`config.mk`:
```
export PLATFORM = sky130hd
export DESIGN_NAME = pmp_ctrl
export DESIGN_NICKNAME = d
export VERILOG_FILES = /design/src/sv/pmp_pkg.sv /design/src/sv/pmp_ctrl.sv
export SDC_FILE = /design/constraint.sdc
export NUM_CORES = 1
export LEC_CHECK = 0
export BUFFER_PORTS_ARGS = -buffer_cell sky130_fd_sc_hd__buf_4
export CORE_AREA = 2 2 39 41
export DETAILED_ROUTE_END_ITERATION = 8
export DIE_AREA = 0 0 41 43
export PLACE_DENSITY_LB_ADDON = 0.1
export SLEW_MARGIN = 0
export SYNTH_ARGS = -nofsm -noshare
export SYNTH_HDL_FRONTEND = slang
export SYNTH_SLANG_ARGS = --single-unit
```
`constraint.sdc`:
```
create_clock -name i_clk -period 1.45 [get_ports i_clk]
set_clock_uncertainty 0.1 [all_clocks]
set_input_delay 0.145 -clock i_clk [delete_from_list [all_inputs] [get_ports i_clk]]
set_output_delay 0.145 -clock i_clk [all_outputs]
set_load 0.005 [all_outputs]
```
`src/sv/pmp_pkg.sv`:
```
// Shared types, codes and constants for the physical memory protection region checker.
package pmp_pkg;

    // Field widths of the item and of a stored entry.
    localparam int BASE_W = 56;
    localparam int SIZE_W = 58;
    localparam int ADDR_W = 54;
    localparam int END_W  = SIZE_W + 1;
    localparam int REG_W  = BASE_W + 1;

    // Default table shape.
    localparam int DEF_NUM_HARTS   = 4;
    localparam int DEF_NUM_ENTRIES = 16;

    // Configuration byte layout.
    localparam int MODE_LSB = 3;
    localparam int MODE_MSB = 4;

    // Matching modes.
    localparam logic [1:0] MODE_OFF   = 2'd0;
    localparam logic [1:0] MODE_TOR   = 2'd1;
    localparam logic [1:0] MODE_NA4   = 2'd2;
    localparam logic [1:0] MODE_NAPOT = 2'd3;

    // Opcodes.
    localparam logic [1:0] OP_LOAD  = 2'd0;
    localparam logic [1:0] OP_READ  = 2'd1;
    localparam logic [1:0] OP_WRITE = 2'd2;

    // Result selection codes.
    localparam logic [1:0] RES_ZERO = 2'd0;
    localparam logic [1:0] RES_MISS = 2'd1;
    localparam logic [1:0] RES_HIT  = 2'd2;

    // Size of a four-byte entry.
    localparam logic [SIZE_W-1:0] NA4_SIZE = SIZE_W'(4);

    // One stored entry apart from its mode.
    typedef struct packed {
        logic [1:0]        read_write;
        logic [SIZE_W-1:0] size;
        logic [BASE_W-1:0] base;
    } t_entry;

    // Commands from the controller to the datapath.
    typedef struct packed {
        logic       accept;
        logic       rd_prev;
        logic       sum_base;
        logic       write_entry;
        logic       walk;
        logic       set_result;
        logic [1:0] result_sel;
        logic       emit;
    } t_dp_cmd;

    // Status from the datapath to the controller.
    typedef struct packed {
        logic [1:0] opcode;
        logic       hart_ok;
        logic       load_ok;
        logic       tor_prev;
        logic       hit;
        logic       walk_end;
        logic       out_free;
    } t_dp_status;

endpackage

```
`src/sv/pmp_ctrl.sv`:
```
// Controller state machine that sequences loads and entry walks.
module pmp_ctrl
    import pmp_pkg::*;
(
    input  logic       i_clk,
    input  logic       i_rst_n,
    input  logic       i_in_valid,
    output logic       o_in_stall,
    input  t_dp_status i_status,
    output t_dp_cmd    o_cmd
);

    localparam logic [2:0] S_IDLE     = 3'd0;
    localparam logic [2:0] S_DECODE   = 3'd1;
    localparam logic [2:0] S_LD_READ  = 3'd2;
    localparam logic [2:0] S_LD_SUM   = 3'd3;
    localparam logic [2:0] S_LD_WRITE = 3'd4;
    localparam logic [2:0] S_WALK     = 3'd5;
    localparam logic [2:0] S_FINISH   = 3'd6;

    logic [2:0] r_state;
    logic [2:0] n_state;

    // State register.
    always_ff @(posedge i_clk) begin
        if (!i_rst_n) begin
            r_state <= S_IDLE;
        end else begin
            r_state <= n_state;
        end
    end

    assign o_in_stall = (r_state != S_IDLE);

    // Next state and commands.
    always_comb begin
        n_state = r_state;
        o_cmd   = '0;
        case (r_state)
            S_IDLE: begin
                if (i_in_valid) begin
                    o_cmd.accept = 1'b1;
                    n_state      = S_DECODE;
                end
            end
            S_DECODE: begin
                case (i_status.opcode)
                    OP_LOAD: begin
                        if (!i_status.load_ok) begin
                            o_cmd.set_result = 1'b1;
                            o_cmd.result_sel = RES_ZERO;
                            n_state          = S_FINISH;
                        end else if (i_status.tor_prev) begin
                            n_state = S_LD_READ;
                        end else begin
                            n_state = S_LD_WRITE;
                        end
                    end
                    OP_READ, OP_WRITE: begin
                        if (!i_status.hart_ok) begin
                            o_cmd.set_result = 1'b1;
                            o_cmd.result_sel = RES_MISS;
                            n_state          = S_FINISH;
                        end else begin
                            n_state = S_WALK;
                        end
                    end
                    default: begin
                        o_cmd.set_result = 1'b1;
                        o_cmd.result_sel = RES_ZERO;
                        n_state          = S_FINISH;
                    end
                endcase
            end
            S_LD_READ: begin
                o_cmd.rd_prev = 1'b1;
                n_state       = S_LD_SUM;
            end
            S_LD_SUM: begin
                o_cmd.sum_base = 1'b1;
                n_state        = S_LD_WRITE;
            end
            S_LD_WRITE: begin
                o_cmd.write_entry = 1'b1;
                o_cmd.set_result  = 1'b1;
                o_cmd.result_sel  = RES_ZERO;
                n_state           = S_FINISH;
            end
            S_WALK: begin
                o_cmd.walk = 1'b1;
                if (i_status.hit) begin
                    o_cmd.set_result = 1'b1;
                    o_cmd.result_sel = RES_HIT;
                    n_state          = S_FINISH;
                end else if (i_status.walk_end) begin
                    o_cmd.set_result = 1'b1;
                    o_cmd.result_sel = RES_MISS;
                    n_state          = S_FINISH;
                end
            end
            S_FINISH: begin
                if (i_status.out_free) begin
                    o_cmd.emit = 1'b1;
                    n_state    = S_IDLE;
                end
            end
            default: begin
                n_state = S_IDLE;
            end
        endcase
    end

endmodule

```
==> results of run 1 <==
cell usage in the layout (no fill, tap or decap), types with 2 or more instances in the layout:
| cell | count |
|---|---|
| buf_4 | 25 |
| inv_1 | 2 |
| inv_4 | 2 |
| and2_1 | 3 |
| clkbuf_4 | 3 |
| dfxtp_2 | 2 |
| and3_1 | 2 |
| nor2b_1 | 2 |
| buf_6 | 3 |
| and2b_1 | 2 |
| nor2_1 | 2 |
| o21ai_0 | 4 |
| nand2_1 | 5 |
| a21oi_1 | 3 |
through the flow:
| stage | utilization [%] | worst slack [ns] | setup TNS [ns] |
|---|---|---|---|
| 6_report | 51.0 | -0.0850 | -0.0850 |
| 5_1_grt | 51.0 | -0.127 | -0.140 |
| 4_1_cts | 48.3 | -0.0910 | -0.0910 |
| 3_5_place_dp | 41.7 | -0.238 | -0.553 |
| 3_3_place_gp | 41.7 | -0.189 | -0.473 |
| 2_1_floorplan | - | 0.000719 | 0 |
routing by layer:
layer	track usage [%]	up-vias	wire, microns
li1	-	256	-
met1	22.0	218	536
met2	23.4	15	592
met3	3.14	0	41
met4	6.00	0	0
met5	0	-	0
worst register-to-register path: cells and delay by family (launching register included):
kind | cells | cell delay, ns
AO/OA/AOI/OAI | 2 | 0.42
flip-flops | 1 | 0.33
AND/OR/NAND/NOR | 1 | 0.40
worst paths after layout:
check | startpoint | end | slack [ns] | depth (start not counted)
max | i_status[7] | o_cmd[3] | -0.08 | 8
min | i_rst_n | r_state[0] | 0.1 | 2
min reg2reg | r_state[1] | r_state[0] | 0.56 | 2
max reg2reg | r_state[0] | r_state[1] | 0.09 | 3
logic make-up after synthesis:
kind of cell             Yosys count
adder cells (fa/ha/maj)            2
buffers and inverters              7
AO/OA/AOI/OAI                     17
flip-flops                         3
AND/OR/NAND/NOR                   26
power by group through the flow:
stage	clock, uW	sequential, uW	combinational, uW
floorplan	0	124	253
global placement	0	146	413
detailed placement	0	144	414
CTS	147	147	454
global route	158	158	545
finish	140	155	490
layout make-up:
| class | count | area, sq um |
|---|---|---|
| Inverter | 4 | 20.0 |
| Multi-Input combinational cell | 45 | 337 |
| Tap cell | 16 | 20.0 |
| Timing Repair Buffer | 29 | 236 |
| Sequential cell | 3 | 66.3 |
| Clock buffer | 4 | 26.3 |
| Fill cell | 143 | 678 |
what timing repair did:
item,4_1_cts,5_1_grt
gates cloned,0,0
pin swaps,4,4
hold endpoints to repair,0,0
resized for setup,15,8
buffers inserted,2,2
endpoints found under the setup margin,6,10
==> results.json, run 1 <==
{
  "num_vias": 489,
  "ys_ff_latch": 3,
  "antenna_found_initial": 0,
  "syn_area_sq_um": 385,
  "cts_tree": "done",
  "synth_top_area_share_pct": 15.6,
  "dpl.cell_count": 93,
  "start_util_pct": 27.8,
  "cts-root-buf": "clkbuf_4",
  "synthMuxAreaShare_pct": 0,
  "combPwrFrac_pct": 62.4,
  "regMostFlops": "r_state",
  "grt_max_degree": 13,
  "p_clk_share_pct": 17.9,
  "stdcell_area_sq_um": 706,
  "cap_viol_max_count": 0,
  "synth_xor_area_share_pct": 0,
  "synth_simple_gate_area_share_pct": 39.9,
  "yosys_warnings": 0,
  "syn-num-nets": 68,
  "power.density_nw_per_um2": 1110,
  "dr.pass1.iters": 4,
  "dieArea_sq_um": 1760,
  "cts_hold_buffers": 0,
  "fp.dieH_microns": 43,
  "viasPerCell": 4.84,
  "ys.flop_type": "dfxtp_1",
  "period_needed_ns": 1.53,
  "cp-start-kind": "input port",
  "rows": 14,
  "ant_nets": 0,
  "power.internal_uw": 504,
  "clock_sinks": 3,
  "syn_avg_cell_area_sq_um": 7.01,
  "end_kind": "output pin",
  "reg_top3": "r_state: 3 flops",
  "yosysSeqAreaShare_pct": 15.6,
  "holdWs_ns": 0.100,
  "p_seq_share_pct": 19.7,
  "area_growth_syn_to_layout_pct": 83.1,
  "cp.required_ns": 1.21,
  "power.switching_uw": 281,
  "drc": 0,
  "synth_top_area_cell": "dfxtp_1",
  "sw_frac_of_total_pct": 35.8,
  "critPathSlowestCell": "or3_1",
  "largest_reg_flops": 3,
  "antennaDiodeCount": 0,
  "tightest_slew_ns": 0.291,
  "drive_gt1_share_pct": 52.9,
  "grt_pass1_vias": 464,
  "pin_count": 21,
  "gr-total-overflow": 0,
  "p_total_uw": 785,
  "slowest_delay_ns": 0.35,
  "synth_adder_area_share_pct": 6.49,
  "path_cells": "buf_8 > inv_4 > ha_4 > nor2b_4 > or3_1 > a21oi_2 > a211oi_2 > buf_4",
  "hpwl_microns": 834,
  "drt-initial-drc-count": 6,
  "io_buffers": 20,
  "syn_inst": 55,
  "ir_drop_uv": 794,
  "synth_area_leaders": "dfxtp_1, ha_1, o21ai_0, a21oi_1, and2_1",
  "synth_compound_area_share_pct": 29.9,
  "gp_congestion": 0.759,
  "grt_usage_pct": 15.9,
  "grt_pass1_wl_mm": 1.95,
  "status": "finished, violations left",
  "placed_area_sq_um": 577,
  "nets": 99,
  "setup_viol": 1,
  "instances_no_fill": 101,
  "synth_common_cells": "nand2_1, o21ai_0, a21oi_1, inv_1",
  "totalWireLength_mm": 1.17,
  "worst-setup-path-type": "input port to output pin",
  "path_max_fanout": 2,
  "leakage_uw": 0.000337,
  "yosysUniqueCellTypes": 29,
  "violations": "setup timing",
  "rsz0062_at_grt": "yes",
  "cp.buffers_inverters": 3,
  "relSlewSlack_pct": 80.4,
  "dieWidth_microns": 41,
  "cts_buffers": 3,
  "arrival_ns": 1.29,
  "clockBufferDepth": 2,
  "path_clk_slew_ns": 0.03,
  "core-area_sq_um": 1380,
  "fmax_mhz": 651,
  "synth_edf_count": 0,
  "synth_top_family_by_area": "simple AND/OR/NAND/NOR gates",
  "hold_viol_final": 0,
  "htreeDepth": 1,
  "ys_async_sr_fraction_pct": 0,
  "post-route-period-util_pct": 106,
  "wl_per_cell_microns": 11.6,
  "clock_latency_ns": 0.22,
  "setup_slack_ns": -0.0850,
  "report.final.slew_viol_count": 0,
  "hp-class": "input port to flop",
  "cp_top_family": "simple AND/OR/NAND/NOR gates"
}
Note: power is estimated with default switching activity, not from simulation.
==> run 2: changes to the inputs <==
- PLACE_DENSITY: default -> 0.64
- PLACE_DENSITY_LB_ADDON: 0.1 -> default
- SETUP_SLACK_MARGIN: default -> 0.02
==> run 2 against run 1 <==
  * The flow still finishes with violations (setup timing)
  * Sequential power increased by 6%
  * First-iteration DRC count increased by 120%
  * Via count increased by 11%
  * Die area unchanged
  * Utilization increased by 5.2 points
  * Largest cell class unchanged
  * Largest power group unchanged
==> results.json, run 2 (same netlist as run 1, synthesis figures left out) <==
{
  "status": "finished, violations left",
  "violations": "setup timing",
  "grt_pass1_vias": 481,
  "rr_endpoint": "r_state[1]",
  "stdcell_area_sq_um": 777,
  "antenna_found_initial": 0,
  "arrival_ns": 1.29,
  "reg2reg_depth": 3,
  "cts_hold_buffers": 0,
  "antennaDiodeCount": 0,
  "totalWireLength_mm": 1.34,
  "dieArea_sq_um": 1760,
  "end_kind": "output pin",
  "fmax_mhz": 650,
  "grt_usage_pct": 16.3,
  "drc": 0,
  "r2r-start": "r_state[2]",
  "area_growth_syn_to_layout_pct": 102,
  "power.density_nw_per_um2": 1160,
  "finalSetupTns_ns": -0.0892,
  "whs_path_depth": 2,
  "fillers": 144,
  "cts-root-buf": "clkbuf_4",
  "dr.pass1.iters": 4,
  "rsz0062_at_grt": "yes",
  "relSlewSlack_pct": 80.4,
  "path_clk_slew_ns": 0.04,
  "drt-initial-drc-count": 13,
  "cts_tree": "done",
  "htreeDepth": 1,
  "startpoint": "i_status[7]",
  "hpwl_microns": 867,
  "drive_gt1_share_pct": 60.7,
  "gp_congestion": 0.740,
  "cap_viol_max_count": 0,
  "largest_reg_flops": 3,
  "period_needed_ns": 1.54,
  "ir_drop_uv": 474,
  "mostFrequentLayoutCell": "buf_4",
  "dieWidth_microns": 41,
  "ant_nets": 0,
  "rows": 14,
  "worst-setup-path-type": "input port to output pin",
  "cp.required_ns": 1.21,
  "dpl.cell_count": 93,
  "grt_max_degree": 13,
  "placed_area_sq_um": 589,
  "cp-start-kind": "input port",
  "io_buffers": 20,
  "post-route-period-util_pct": 106,
  "start_util_pct": 27.8,
  "final_util_pct": 56.1,
  "viasPerCell": 5.19,
  "num_vias": 545,
  "clockBufferDepth": 2,
  "reg_top3": "r_state: 3 flops",
  "instances_no_fill": 105,
  "report.final.slew_viol_count": 0,
  "nets": 103,
  "grt_pass1_wl_mm": 1.96,
  "cp-endpoint": "o_cmd[3]",
  "core-area_sq_um": 1380,
  "cts_buffers": 3,
  "tightest_slew_ns": 0.294,
  "setup_viol": 1,
  "pin_count": 21,
  "wl_per_cell_microns": 12.8,
  "clock_latency_ns": 0.24,
  "layout_common_cells": "buf_4, buf_6, nand2_1, o21ai_0",
  "gr-total-overflow": 0,
  "setup_slack_ns": -0.0892,
  "regToRegSetupSlack_ns": 0.07,
  "fp.dieH_microns": 43,
  "hp-class": "input port to flop",
  "hold_viol_final": 0,
  "regMostFlops": "r_state",
  "leakage_uw": 0.000365,
  "clock_sinks": 3,
  "path_max_fanout": 2
}
## run 2: how the worst min path moves through the flow
stage / start / end
after detailed placement: i_rst_n / r_state[1]
after global routing: i_rst_n / r_state[0]
after global placement: i_rst_n / r_state[1]
after CTS: i_rst_n / r_state[1]
after floorplan: i_rst_n / r_state[0]
final: i_rst_n / r_state[1]
## run 2: power breakdown
part | switching [uW] | internal, uW | leakage [uW]
Sequential | 48.6 | 117 | 0.0000264
Combinational | 230 | 353 | 0.000323
Clock | 48.5 | 103 | 0.0000150
## run 2: what timing repair did
action                                  4_1_cts  5_1_grt
resized for setup                            15       16
pin swaps                                     6        7
endpoints found under the setup margin       10       10
gates cloned                                  0        1
buffers inserted                              2        6
## run 2: routing by layer
| metal | global-route usage [%] | part of all wire (%) |
|---|---|---|
| met1 | 18.5 | 39 |
| met2 | 27.2 | 57 |
| met3 | 4.71 | 4.6 |
| met4 | 6.00 | 0 |
| met5 | 0 | 0 |
## run 2: through the flow
step                power (uW)  hold slack (ns)  worst slack (ns)
detailed placement         599            0.336            -0.213
floorplan                  377            0.185            0.0674
global placement           595            0.328            -0.181
CTS                        778           0.0892           -0.0984
global route               973           0.0792            -0.127
finish                     900           0.0950           -0.0892
## run 2: final cells by class
cell class	instances	area (sq um)	share of cell area, %
multi-input cells	45	362	46.5
repair buffers	33	280	36.1
flip-flops and latches	3	68.8	8.86
clock buffers	4	26.3	3.38
inverters	4	20.0	2.58
well taps	16	20.0	2.58
## run 2: worst max-delay path: stages
cell	delay, ns
buf_6	0.10
inv_4	0.05
ha_4	0.19
nor2b_4	0.12
or3_4	0.36
a21oi_2	0.15
a211oi_2	0.04
buf_4	0.14
